===== src/rtl/mrfr_pkg.sv =====
// ----------------------------------------------------------------------------
// Modbus RTU frame receiver package
// Shared types, function codes and the byte-wide CRC-16/Modbus update.
// ----------------------------------------------------------------------------
package mrfr_pkg;

  localparam int unsigned MaxFrameBytesDefault = 256;
  localparam int unsigned TimeoutW             = 16;
  localparam int unsigned TimeW                = 32;
  localparam int unsigned ByteW                = 8;
  localparam int unsigned PosW                 = 8;
  localparam int unsigned LenW                 = 9;
  localparam int unsigned ExpW                 = 10;
  localparam int unsigned CrcW                 = 16;

  localparam logic [TimeoutW-1:0] TimeoutReset = 16'd5;
  localparam logic [CrcW-1:0]     CrcInit      = 16'hFFFF;
  localparam logic [CrcW-1:0]     CrcPoly      = 16'hA001;

  localparam logic [ExpW-1:0] FixedFrameLen  = 10'd8;
  localparam logic [ExpW-1:0] WriteMultiBase = 10'd9;
  localparam logic [ExpW-1:0] LenKnownAfter  = 10'd4;
  localparam logic [ExpW-1:0] ByteCountAfter = 10'd7;
  localparam int unsigned     FuncCodeOffset  = 1;
  localparam int unsigned     ByteCountOffset = 6;

  localparam logic [ByteW-1:0] FcReadHolding   = 8'd3;
  localparam logic [ByteW-1:0] FcReadInput     = 8'd4;
  localparam logic [ByteW-1:0] FcWriteCoil     = 8'd5;
  localparam logic [ByteW-1:0] FcWriteRegister = 8'd6;
  localparam logic [ByteW-1:0] FcWriteMultiple = 8'd16;

  typedef struct packed {
    logic [ByteW-1:0] rx_byte;
    logic [TimeW-1:0] now_ms;
  } mrfr_item_t;

  typedef struct packed {
    logic [ByteW-1:0] byte_echo;
    logic [PosW-1:0]  byte_position;
    logic             byte_stored;
    logic             gap_restart;
    logic             frame_end;
    logic             crc_good;
    logic [LenW-1:0]  frame_length;
  } mrfr_result_t;

  function automatic logic [CrcW-1:0] crc_byte(input logic [CrcW-1:0] crc_in,
                                               input logic [ByteW-1:0] data);
    logic [CrcW-1:0] crc;
    crc = crc_in ^ {8'd0, data};
    for (int k = 0; k < ByteW; k++) begin
      if (crc[0]) begin
        crc = (crc >> 1) ^ CrcPoly;
      end else begin
        crc = crc >> 1;
      end
    end
    return crc;
  endfunction

endpackage


===== src/rtl/mrfr_in_stage.sv =====
// ----------------------------------------------------------------------------
// Input register
// Captures one received byte and its timestamp and holds it until the
// frame logic moves it on to the result register.
// ----------------------------------------------------------------------------
module mrfr_in_stage (
  input  logic                clk_i,
  input  logic                rst_ni,
  input  logic                in_valid_i,
  output logic                in_ready_o,
  input  mrfr_pkg::mrfr_item_t item_i,
  input  logic                out_free_i,
  output logic                step_o,
  output mrfr_pkg::mrfr_item_t item_o
);
  import mrfr_pkg::*;

  logic       valid_q;
  logic       valid_d;
  mrfr_item_t item_q;

  assign step_o     = valid_q && out_free_i;
  assign in_ready_o = !valid_q || step_o;
  assign item_o     = item_q;

  always_comb begin
    valid_d = valid_q;
    if (in_valid_i && in_ready_o) begin
      valid_d = 1'b1;
    end else if (step_o) begin
      valid_d = 1'b0;
    end
  end

  always_ff @(posedge clk_i or negedge rst_ni) begin
    if (!rst_ni) begin
      valid_q <= 1'b0;
    end else begin
      valid_q <= valid_d;
    end
  end

  always_ff @(posedge clk_i) begin
    if (in_valid_i && in_ready_o) begin
      item_q <= item_i;
    end
  end

endmodule


===== src/rtl/mrfr_frame_ctrl.sv =====
// ----------------------------------------------------------------------------
// Frame control
// Holds the frame state and the gap timeout, checks the inter-byte gap,
// counts bytes, runs the CRC and decides where the frame ends.
// ----------------------------------------------------------------------------
module mrfr_frame_ctrl #(
  parameter int unsigned MAX_FRAME_BYTES = mrfr_pkg::MaxFrameBytesDefault
) (
  input  logic                          clk_i,
  input  logic                          rst_ni,
  input  logic                          cfg_we_i,
  input  logic [mrfr_pkg::TimeoutW-1:0] cfg_timeout_i,
  input  logic                          step_i,
  input  mrfr_pkg::mrfr_item_t          item_i,
  output mrfr_pkg::mrfr_result_t        result_o
);
  import mrfr_pkg::*;

  localparam int unsigned CntW = $clog2(MAX_FRAME_BYTES + 1);

  logic [TimeoutW-1:0] timeout_q;
  logic                receiving_q;
  logic [CntW-1:0]     count_q;
  logic [CrcW-1:0]     crc_q;
  logic [TimeW-1:0]    last_time_q;
  logic [ByteW-1:0]    func_q;
  logic [ByteW-1:0]    data_cnt_q;

  logic                receiving_d;
  logic [CntW-1:0]     count_d;
  logic [CrcW-1:0]     crc_d;
  logic [ByteW-1:0]    func_d;
  logic [ByteW-1:0]    data_cnt_d;

  logic [TimeW-1:0]    gap;
  logic                restart;
  logic [CntW-1:0]     cnt_base;
  logic [CrcW-1:0]     crc_base;
  logic                stored;
  logic [CrcW-1:0]     crc_new;
  logic [ExpW-1:0]     cnt_inc;
  logic [ExpW-1:0]     expected;
  logic                fend;
  logic [LenW-1:0]     cnt_wide;

  always_comb begin
    gap      = item_i.now_ms - last_time_q;
    restart  = receiving_q && (gap > {{(TimeW-TimeoutW){1'b0}}, timeout_q});
    cnt_base = restart ? '0 : count_q;
    crc_base = restart ? CrcInit : crc_q;
    stored   = cnt_base < CntW'(MAX_FRAME_BYTES);
    cnt_wide = LenW'(cnt_base);

    func_d     = (cnt_base == CntW'(FuncCodeOffset)) ? item_i.rx_byte : func_q;
    data_cnt_d = (cnt_base == CntW'(ByteCountOffset)) ? item_i.rx_byte : data_cnt_q;
    crc_new    = crc_byte(crc_base, item_i.rx_byte);
    cnt_inc    = ExpW'(cnt_base) + ExpW'(1);

    unique case (func_d)
      FcReadHolding, FcReadInput, FcWriteCoil, FcWriteRegister: begin
        expected = FixedFrameLen;
      end
      FcWriteMultiple: begin
        expected = (cnt_inc >= ByteCountAfter) ?
                   (WriteMultiBase + ExpW'(data_cnt_d)) : '0;
      end
      default: begin
        expected = '0;
      end
    endcase

    fend = stored && (cnt_inc >= LenKnownAfter) && (expected != '0) &&
           (cnt_inc >= expected);

    receiving_d = !fend;
    if (!stored) begin
      count_d = cnt_base;
      crc_d   = crc_base;
    end else if (fend) begin
      count_d = '0;
      crc_d   = CrcInit;
    end else begin
      count_d = cnt_inc[CntW-1:0];
      crc_d   = crc_new;
    end

    result_o.byte_echo     = item_i.rx_byte;
    result_o.byte_position = stored ? cnt_wide[PosW-1:0] : {PosW{1'b1}};
    result_o.byte_stored   = stored;
    result_o.gap_restart   = restart;
    result_o.frame_end     = fend;
    result_o.crc_good      = fend && (crc_new == '0);
    result_o.frame_length  = fend ? cnt_inc[LenW-1:0] : '0;
  end

  always_ff @(posedge clk_i or negedge rst_ni) begin
    if (!rst_ni) begin
      timeout_q <= TimeoutReset;
    end else if (cfg_we_i) begin
      timeout_q <= cfg_timeout_i;
    end
  end

  always_ff @(posedge clk_i or negedge rst_ni) begin
    if (!rst_ni) begin
      receiving_q <= 1'b0;
      count_q     <= '0;
      crc_q       <= CrcInit;
      last_time_q <= '0;
      func_q      <= '0;
      data_cnt_q  <= '0;
    end else if (step_i) begin
      receiving_q <= receiving_d;
      count_q     <= count_d;
      crc_q       <= crc_d;
      last_time_q <= item_i.now_ms;
      if (stored) begin
        func_q     <= func_d;
        data_cnt_q <= data_cnt_d;
      end
    end
  end

endmodule


===== src/rtl/mrfr_out_stage.sv =====
// ----------------------------------------------------------------------------
// Result register
// Holds one result until the downstream side takes it.
// ----------------------------------------------------------------------------
module mrfr_out_stage (
  input  logic                  clk_i,
  input  logic                  rst_ni,
  input  logic                  load_i,
  input  mrfr_pkg::mrfr_result_t result_i,
  output logic                  free_o,
  output logic                  out_valid_o,
  input  logic                  out_ready_i,
  output mrfr_pkg::mrfr_result_t result_o
);
  import mrfr_pkg::*;

  logic         valid_q;
  logic         valid_d;
  mrfr_result_t result_q;

  assign free_o      = !valid_q || out_ready_i;
  assign out_valid_o = valid_q;
  assign result_o    = result_q;

  always_comb begin
    valid_d = valid_q;
    if (load_i) begin
      valid_d = 1'b1;
    end else if (out_ready_i) begin
      valid_d = 1'b0;
    end
  end

  always_ff @(posedge clk_i or negedge rst_ni) begin
    if (!rst_ni) begin
      valid_q <= 1'b0;
    end else begin
      valid_q <= valid_d;
    end
  end

  always_ff @(posedge clk_i) begin
    if (load_i) begin
      result_q <= result_i;
    end
  end

endmodule


===== src/rtl/modbus_rtu_frame_receiver_core.sv =====
// ----------------------------------------------------------------------------
// Modbus RTU frame receiver core
// Byte-by-byte frame delimiting with gap timeout and CRC-16/Modbus check.
// ----------------------------------------------------------------------------
// The core accepts one received byte per clock cycle while results are taken
// and returns one result per byte: an input register feeds the frame logic,
// which updates the frame state and loads the result register in the same
// cycle. Throughput is limited only by the output side taking results.
// The gap timeout register may be written only while no byte is in flight.
module modbus_rtu_frame_receiver_core #(
  parameter int unsigned MAX_FRAME_BYTES = mrfr_pkg::MaxFrameBytesDefault
) (
  input  logic                          clk_i,
  input  logic                          rst_ni,
  input  logic                          byte_gap_timeout_we_i,
  input  logic [mrfr_pkg::TimeoutW-1:0] byte_gap_timeout_i,
  input  logic                          in_valid_i,
  output logic                          in_ready_o,
  input  logic [mrfr_pkg::ByteW-1:0]    rx_byte_i,
  input  logic [mrfr_pkg::TimeW-1:0]    now_ms_i,
  output logic                          out_valid_o,
  input  logic                          out_ready_i,
  output logic [mrfr_pkg::ByteW-1:0]    byte_echo_o,
  output logic [mrfr_pkg::PosW-1:0]     byte_position_o,
  output logic                          byte_stored_o,
  output logic                          gap_restart_o,
  output logic                          frame_end_o,
  output logic                          crc_good_o,
  output logic [mrfr_pkg::LenW-1:0]     frame_length_o
);
  import mrfr_pkg::*;

  mrfr_item_t   in_item;
  mrfr_item_t   held_item;
  mrfr_result_t next_result;
  mrfr_result_t out_result;
  logic         step;
  logic         out_free;

  assign in_item.rx_byte = rx_byte_i;
  assign in_item.now_ms  = now_ms_i;

  mrfr_in_stage u_in_stage (
    .clk_i      (clk_i),
    .rst_ni     (rst_ni),
    .in_valid_i (in_valid_i),
    .in_ready_o (in_ready_o),
    .item_i     (in_item),
    .out_free_i (out_free),
    .step_o     (step),
    .item_o     (held_item)
  );

  mrfr_frame_ctrl #(
    .MAX_FRAME_BYTES (MAX_FRAME_BYTES)
  ) u_frame_ctrl (
    .clk_i         (clk_i),
    .rst_ni        (rst_ni),
    .cfg_we_i      (byte_gap_timeout_we_i),
    .cfg_timeout_i (byte_gap_timeout_i),
    .step_i        (step),
    .item_i        (held_item),
    .result_o      (next_result)
  );

  mrfr_out_stage u_out_stage (
    .clk_i       (clk_i),
    .rst_ni      (rst_ni),
    .load_i      (step),
    .result_i    (next_result),
    .free_o      (out_free),
    .out_valid_o (out_valid_o),
    .out_ready_i (out_ready_i),
    .result_o    (out_result)
  );

  assign byte_echo_o     = out_result.byte_echo;
  assign byte_position_o = out_result.byte_position;
  assign byte_stored_o   = out_result.byte_stored;
  assign gap_restart_o   = out_result.gap_restart;
  assign frame_end_o     = out_result.frame_end;
  assign crc_good_o      = out_result.crc_good;
  assign frame_length_o  = out_result.frame_length;

endmodule

===== config.mk =====
export PLATFORM = sky130hd
export DESIGN_NAME = modbus_rtu_frame_receiver_core
export DESIGN_NICKNAME = d
export VERILOG_FILES = /design/src/rtl/mrfr_pkg.sv /design/src/rtl/mrfr_in_stage.sv /design/src/rtl/mrfr_frame_ctrl.sv /design/src/rtl/mrfr_out_stage.sv /design/src/rtl/modbus_rtu_frame_receiver_core.sv
export SDC_FILE = /design/constraint.sdc
export NUM_CORES = 1
export LEC_CHECK = 0
export BUFFER_PORTS_ARGS = -buffer_cell sky130_fd_sc_hd__buf_4
export CAP_MARGIN = 20
export CORE_ASPECT_RATIO = 1.4
export CORE_UTILIZATION = 50
export CTS_CLUSTER_DIAMETER = 100
export DETAILED_ROUTE_END_ITERATION = 8
export PLACE_DENSITY = 0.69
export SYNTH_ARGS = -nofsm -noshare
export SYNTH_HDL_FRONTEND = slang
export SYNTH_SLANG_ARGS = --single-unit

===== constraint.sdc =====
create_clock -name clk_i -period 10.96 [get_ports clk_i]
set_clock_uncertainty 0.05 [all_clocks]
set_input_delay 1.644 -clock clk_i [delete_from_list [all_inputs] [get_ports clk_i]]
set_output_delay 1.644 -clock clk_i [all_outputs]
set_load 0.03 [all_outputs]

==> results of run 1 <==
## stage by stage
step | hold WS [ns] | instances | util | area, um2
finish | 0.4040 | 1331 | 0.5921 | 11100
global route | 0.4299 | 1331 | 0.5921 | 11100
CTS | 0.4058 | 1331 | 0.5921 | 11100
detailed placement | 0.3975 | 1299 | 0.5602 | 10500
global placement | 0.3938 | 1299 | 0.5602 | 10500
floorplan | 0.3744 | 1004 | - | 9661
## worst max-delay path: cells and delay by family, from the launching register on
kind / cells / cell delay [ns]
and+or+nand+nor: 18 / 3.23
buffers and inverters: 1 / 0.17
muxes: 1 / 0.14
DFF: 1 / 0.41
AOI/OAI and AO/OA: 17 / 3.53
adders and majority gates: 4 / 1.31
xor gates and xnor gates: 1 / 0.14
## area by class of cell
class / instances / area, um2
Inverter: 67 / 251.5
Multi-Input combinational cell: 731 / 4830
Tap cell: 244 / 305.3
Clock buffer: 20 / 489.2
Timing Repair Buffer: 96 / 720.7
Clock inverter: 12 / 108.9
Sequential cell: 161 / 4397
Fill cell: 1675 / 7649
## worst max path at each step
stage | endpoint | slack, ns | cells after the start
finish | u_out_stage.result_o[9] | 1.70 | 42
global route | u_out_stage.result_o[9] | 0.77 | 42
CTS | u_out_stage.result_o[9] | 1.73 | 42
detailed placement | u_out_stage.result_o[9] | 1.83 | 42
global placement | u_out_stage.result_o[9] | 1.96 | 40
floorplan | u_out_stage.result_o[0] | 2.45 | 46
## cell usage in the layout (no fill, tap or decap), drive strengths merged, types with 8 or more instances in the layout
master / n
nand4: 12
dfstp: 18
dfrtp: 74
buf: 96
xor2: 27
o21a: 10
mux2: 15
nand2: 139
nand2b: 13
mux2i: 11
a211oi: 9
edfxtp: 69
inv: 74
ha: 62
clkbuf: 20
nand3: 16
a21o: 17
nor3: 16
o211ai: 8
nor2: 78
and2: 17
xnor2: 44
o21ai: 85
a21oi: 54
## synthesized netlist by cell type (all sizes together) (4+ instances only)
| library cell | n | area share |
|---|---|---|
| a21o | 17 | 0.013 |
| nand2b | 13 | 0.0084 |
| nor2b | 4 | 0.0026 |
| a211oi | 9 | 0.0080 |
| nor3 | 16 | 0.0083 |
| nor4 | 7 | 0.0052 |
| ha | 62 | 0.080 |
| xor2 | 27 | 0.024 |
| nor2 | 78 | 0.032 |
| buf | 17 | 0.0097 |
| a21oi | 54 | 0.029 |
| dfstp | 18 | 0.049 |
| and2 | 17 | 0.011 |
| edfxtp | 69 | 0.21 |
| o21a | 10 | 0.0078 |
| dfrtp | 74 | 0.19 |
| mux2i | 11 | 0.011 |
| and3 | 6 | 0.0039 |
| inv | 67 | 0.026 |
| nand4 | 12 | 0.0078 |
| o31ai | 6 | 0.0067 |
| mux2 | 15 | 0.017 |
| o2111ai | 5 | 0.0058 |
| a31oi | 6 | 0.0039 |
| o211ai | 8 | 0.0062 |
| o21ai | 85 | 0.044 |
| xnor2 | 44 | 0.040 |
| a22o | 4 | 0.0036 |
| clkbuf | 28 | 0.011 |
| nand3 | 16 | 0.0083 |
| nand2 | 139 | 0.054 |
| or2 | 4 | 0.0026 |
## flip-flops by register name, indices dropped and copies added, names as in the netlist
signal,flops
u_frame_ctrl.count_q,9
u_frame_ctrl.crc_q,16
u_frame_ctrl.data_cnt_q,8
u_frame_ctrl.func_q,8
u_frame_ctrl.last_time_q,32
u_frame_ctrl.receiving_q,1
u_frame_ctrl.timeout_q,16
u_in_stage.item_o,40
u_in_stage.valid_q,1
u_out_stage.out_valid_o,1
u_out_stage.result_o,29
## report_power, final
part,total [mW],switching (mW),internal (mW)
registers,0.794,0.0582,0.736
clock network,0.598,0.268,0.331
logic,0.699,0.409,0.290
## cell families (layout without fill, tap and decap cells)
| kind of cell | count (synthesis) | in the layout | synth area share |
|---|---|---|---|
| adder cells (fa/ha/maj) | 63 | 63 | 0.08237 |
| AO/OA/AOI/OAI | 236 | 236 | 0.1592 |
| buffers and inverters | 112 | 195 | 0.04663 |
| XOR/XNOR | 71 | 71 | 0.06437 |
| flip-flops | 161 | 161 | 0.4551 |
| multiplexers | 26 | 26 | 0.02888 |
| AND/OR/NAND/NOR | 335 | 335 | 0.1635 |
## metal layers
layer  global-route usage  wire length (um)  vias to the layer above
li1                     -                 -                     3671
met1               0.2752              9229                     3582
met2               0.4200             11830                      161
met3              0.03767               686                       41
met4              0.08913               518                        0
met5                    0                 0                        -
==> results.ini, run 1 <==
[route]
avgRoutedWirePerCell_um = 16.73
dr.pass1.iters = 5
routed_wl_mm = 22.26
vias = 7455
drtAntennaViolNets = 0
vias_per_cell = 5.601
drt_iter0_drc = 478
route.detailed.drc = 0

[layout]
num_antenna_cells = 0
layout.nets = 1198
drive_gt1_frac = 0.1720
synthToLayoutAreaGrowth_pct = 14.92

[clock_network]
cts_root_buffer = clkbuf_16
clockBufferDepth = 2
cts_setup_buffers = 0
cts.sinks = 161
ctsResizeCount = 0
clkLatencyLatePin_ns = 0.44
numCtsBuffers = 17
cts_tree = built
postCtsHoldBufs = 0
clk_pin_slew_worst_paths_ns = 0.07
h-tree-depth = 4

[floorplan]
core_mm2 = 0.01875
fp.dieH_um = 166.5
die_w_um = 119.5
boundaryPins = 92
die_area_mm2 = 0.01989
fp-row-count = 59
start_util = 0.5152

[critical_path]
endpoint_kind = register
timing.rr.start = u_in_stage.item_o[4]
crit_path_top_delay_cell = o211a_1
cp-start-kind = register
crit_fanout = 29
max_stage_delay_ns = 0.48
r2r-end = u_out_stage.result_o[9]
r2r_setup_slack_ns = 1.70
critPathKind = register to register
startpoint = u_in_stage.item_o[4]
cp.required_ns = 11.10
cp.arrival_ns = 9.40
r2r_cells = 42

[logic_synthesis]
synthFlopType = dfrtp_1
ys_ff_latch = 161
yosysUniqueCellTypes = 78
synthesis.nets = 1128
synth_edf_count = 69
seq_area_frac_synth = 0.4551
syn-cell-area_mm2 = 0.009661
syn-mean-instance-area_um2 = 9.622
synthCells = 1004
synth-async-reset-ratio = 0.5714
ys.warnings.count = 0

[grt]
grt_pass1_wl_mm = 36.80
overflow = 0
grt_pass1_vias = 7465
grt.total_usage = 0.2333
antenna_found_initial = 0
grt_max_degree = 93

[timing]
slew_violations = 0
slew_headroom = 0.2749
layout_setup_ws_ns = 1.697
report.final.setup_viol = 0
setup_tns_ns = 0
post-route-min-period_ns = 9.263
max_freq_ghz = 0.1080
fin_crit_sh = 0.8452
hold_viol_final = 0
tightest_slew_ns = 1.088
rsz0062_at_grt = false

[hold_path]
hold_depth = 2
min_from = u_frame_ctrl.crc_q[7]
hold_class = register to register
hold_path_end = u_frame_ctrl.crc_q[7]

[placed_design]
place_ws_ns = 1.831
port-buffer-count = 91
hpwl_mm = 16.05
place_congestion = 0.9066

[power]
power_mw = 2.092
static-leakage-power_nw = 4.767
power_density_mw_per_mm2 = 188.4
ir_drop_uv = 145.7

[run]
drv_cap = 0

[run_status]
status = completed

Power figures use the tool's default switching activity.
==> inputs of run 2 (changes only) <==
==> constraint.sdc (replaced) <==
create_clock -name clk_i -period 9.4 [get_ports clk_i]
set_clock_uncertainty 0.05 [all_clocks]
set_input_delay 1.41 -clock clk_i [delete_from_list [all_inputs] [get_ports clk_i]]
set_output_delay 1.41 -clock clk_i [all_outputs]
set_load 0.03 [all_outputs]
==> run 2 against run 1 <==
Total power grew 15%. Sequential share of layout area is essentially flat. Via count shrank 1.6%. Die area is the same. Fmax grew 7.7%. Cell area is essentially flat. Critical path depth shrank 1. Worst setup slack lost 0.90 ns. Utilization is essentially flat. Worst hold slack gained 0.0075 ns. Critical path type unchanged. Largest cell class unchanged. Largest power group unchanged.
==> results.ini, run 2 (same netlist as run 1, synthesis figures left out) <==
[grt]
grt.total_usage = 0.2285
grt_pass1_vias = 7473
antenna_found_initial = 0
grt_pass1_wl_mm = 35.91
grt_max_degree = 93
overflow = 0

[timing]
rsz0062_at_grt = false
setup_tns_ns = 0
post-route-min-period_ns = 8.601
report.final.setup_viol = 0
hold_viol_final = 0
slew_headroom = 0.3012
slew_violations = 0
tightest_slew_ns = 1.048
fin_crit_sh = 0.9149
max_freq_ghz = 0.1163

[floorplan]
fp-row-count = 59
die_area_mm2 = 0.01989
boundaryPins = 92
fp.dieH_um = 166.5
core_mm2 = 0.01875
start_util = 0.5152
die_w_um = 119.5

[run_status]
status = completed

[layout]
layout.nets = 1198
mostFrequentLayoutCells = nand2_1 (139), buf_4 (96), nor2_1 (74), dfrtp_1 (74), o21ai_0 (73)
synthToLayoutAreaGrowth_pct = 14.97
largest_reg_flops = 40
layout_commonest_cell = nand2_1
num_antenna_cells = 0
drive_gt1_frac = 0.1766
fin_util = 0.5924
fill_cells = 1667

[clock_network]
h-tree-depth = 4
clk_pin_slew_worst_paths_ns = 0.07
cts_root_buffer = clkbuf_16
cts.sinks = 161
clkLatencyLatePin_ns = 0.44
clockBufferDepth = 2
postCtsHoldBufs = 0
cts_setup_buffers = 0
cts_tree = built
numCtsBuffers = 17

[route]
routed_wl_mm = 21.30
vias_per_cell = 5.510
drtAntennaViolNets = 0
drt_iter0_drc = 361
route.detailed.drc = 0
vias = 7334
dr.pass1.iters = 5
avgRoutedWirePerCell_um = 16.00

[power]
static-leakage-power_nw = 4.764
power_density_mw_per_mm2 = 216.4
ir_drop_uv = 135.8

[critical_path]
endpoint_kind = register
crit_end = u_out_stage.result_o[9]
critPathKind = register to register
cp-start-kind = register
timing.rr.start = u_frame_ctrl.last_time_q[0]
cp.required_ns = 9.54
max_stage_delay_ns = 0.40
cp.arrival_ns = 8.74
crit_fanout = 29
r2r_setup_slack_ns = 0.80
crit_path_top_delay_cell = fa_1
r2r-end = u_out_stage.result_o[9]
r2r_cells = 41
startpoint = u_frame_ctrl.last_time_q[0]

[run]
drv_cap = 0

[placed_design]
port-buffer-count = 91
hpwl_mm = 15.71
place_congestion = 0.9061

[hold_path]
hold_class = register to register

## run 2: layer usage
metal | part of all wire | routed length [um] | GRT usage
met1 | 0.41 | 8690 | 0.2693
met2 | 0.53 | 11220 | 0.4074
met3 | 0.037 | 793 | 0.04041
met4 | 0.028 | 597 | 0.09076
met5 | 0 | 0 | 0
## run 2: worst min-delay path by stage
stage                     slack (ns)  cells past startpoint                       end                   start
after floorplan                 0.37                      0  u_out_stage.result_o[21]   u_in_stage.item_o[32]
after global placement          0.39                      2     u_frame_ctrl.crc_q[7]   u_frame_ctrl.crc_q[7]
after detailed placement        0.40                      2     u_frame_ctrl.crc_q[7]   u_frame_ctrl.crc_q[7]
after CTS                       0.41                      2    u_frame_ctrl.crc_q[15]  u_frame_ctrl.crc_q[15]
after global routing            0.43                      2     u_frame_ctrl.crc_q[7]   u_frame_ctrl.crc_q[7]
final                           0.41                      2     u_frame_ctrl.crc_q[7]   u_frame_ctrl.crc_q[7]
## run 2: what timing repair did
item,CTS,global route
hold endpoints to repair,0,0
resized for setup,0,7
setup endpoints to repair,0,34
## run 2: cell type report
class,count,area (um2),area share
clock buffer,20,467.9,0.04213
inverter,67,251.5,0.02264
clock inverter,12,107.6,0.009688
tap,244,305.3,0.02749
multi-input combinational,731,4857,0.4373
timing repair buffer,96,720.7,0.06489
sequential,161,4397,0.3959
## run 2: worst max-delay path: cells and delay by family (launching register included)
kind                       cells  cell delay (ns)
AOI/OAI and AO/OA             16             2.94
xor gates and xnor gates       1             0.15
adders and majority gates      5             1.44
buffers and inverters          1             0.18
DFF                            1             0.38
muxes                          1             0.14
and+or+nand+nor               17             3.03
## run 2: per-stage QoR
stage / std cells / worst slack, ns / cell area, um2 / total power [mW] / hold WS, ns
after CTS: 1331 / 0.2051 / 11080 / 2.419 / 0.4111
after global placement: 1299 / 0.4549 / 10500 / 1.720 / 0.3949
after global routing: 1331 / 0.05942 / 11110 / 2.562 / 0.4349
after floorplan: 1004 / 0.8923 / 9661 / 1.533 / 0.3744
final: 1331 / 0.7995 / 11110 / 2.403 / 0.4116
after detailed placement: 1299 / 0.2612 / 10500 / 1.735 / 0.4001
## run 2: power breakdown
part           internal [mW]  leakage (nW)  switching, mW
Combinational          0.339          2.70          0.468
Sequential             0.858          1.78         0.0642
Clock                  0.372         0.289          0.303
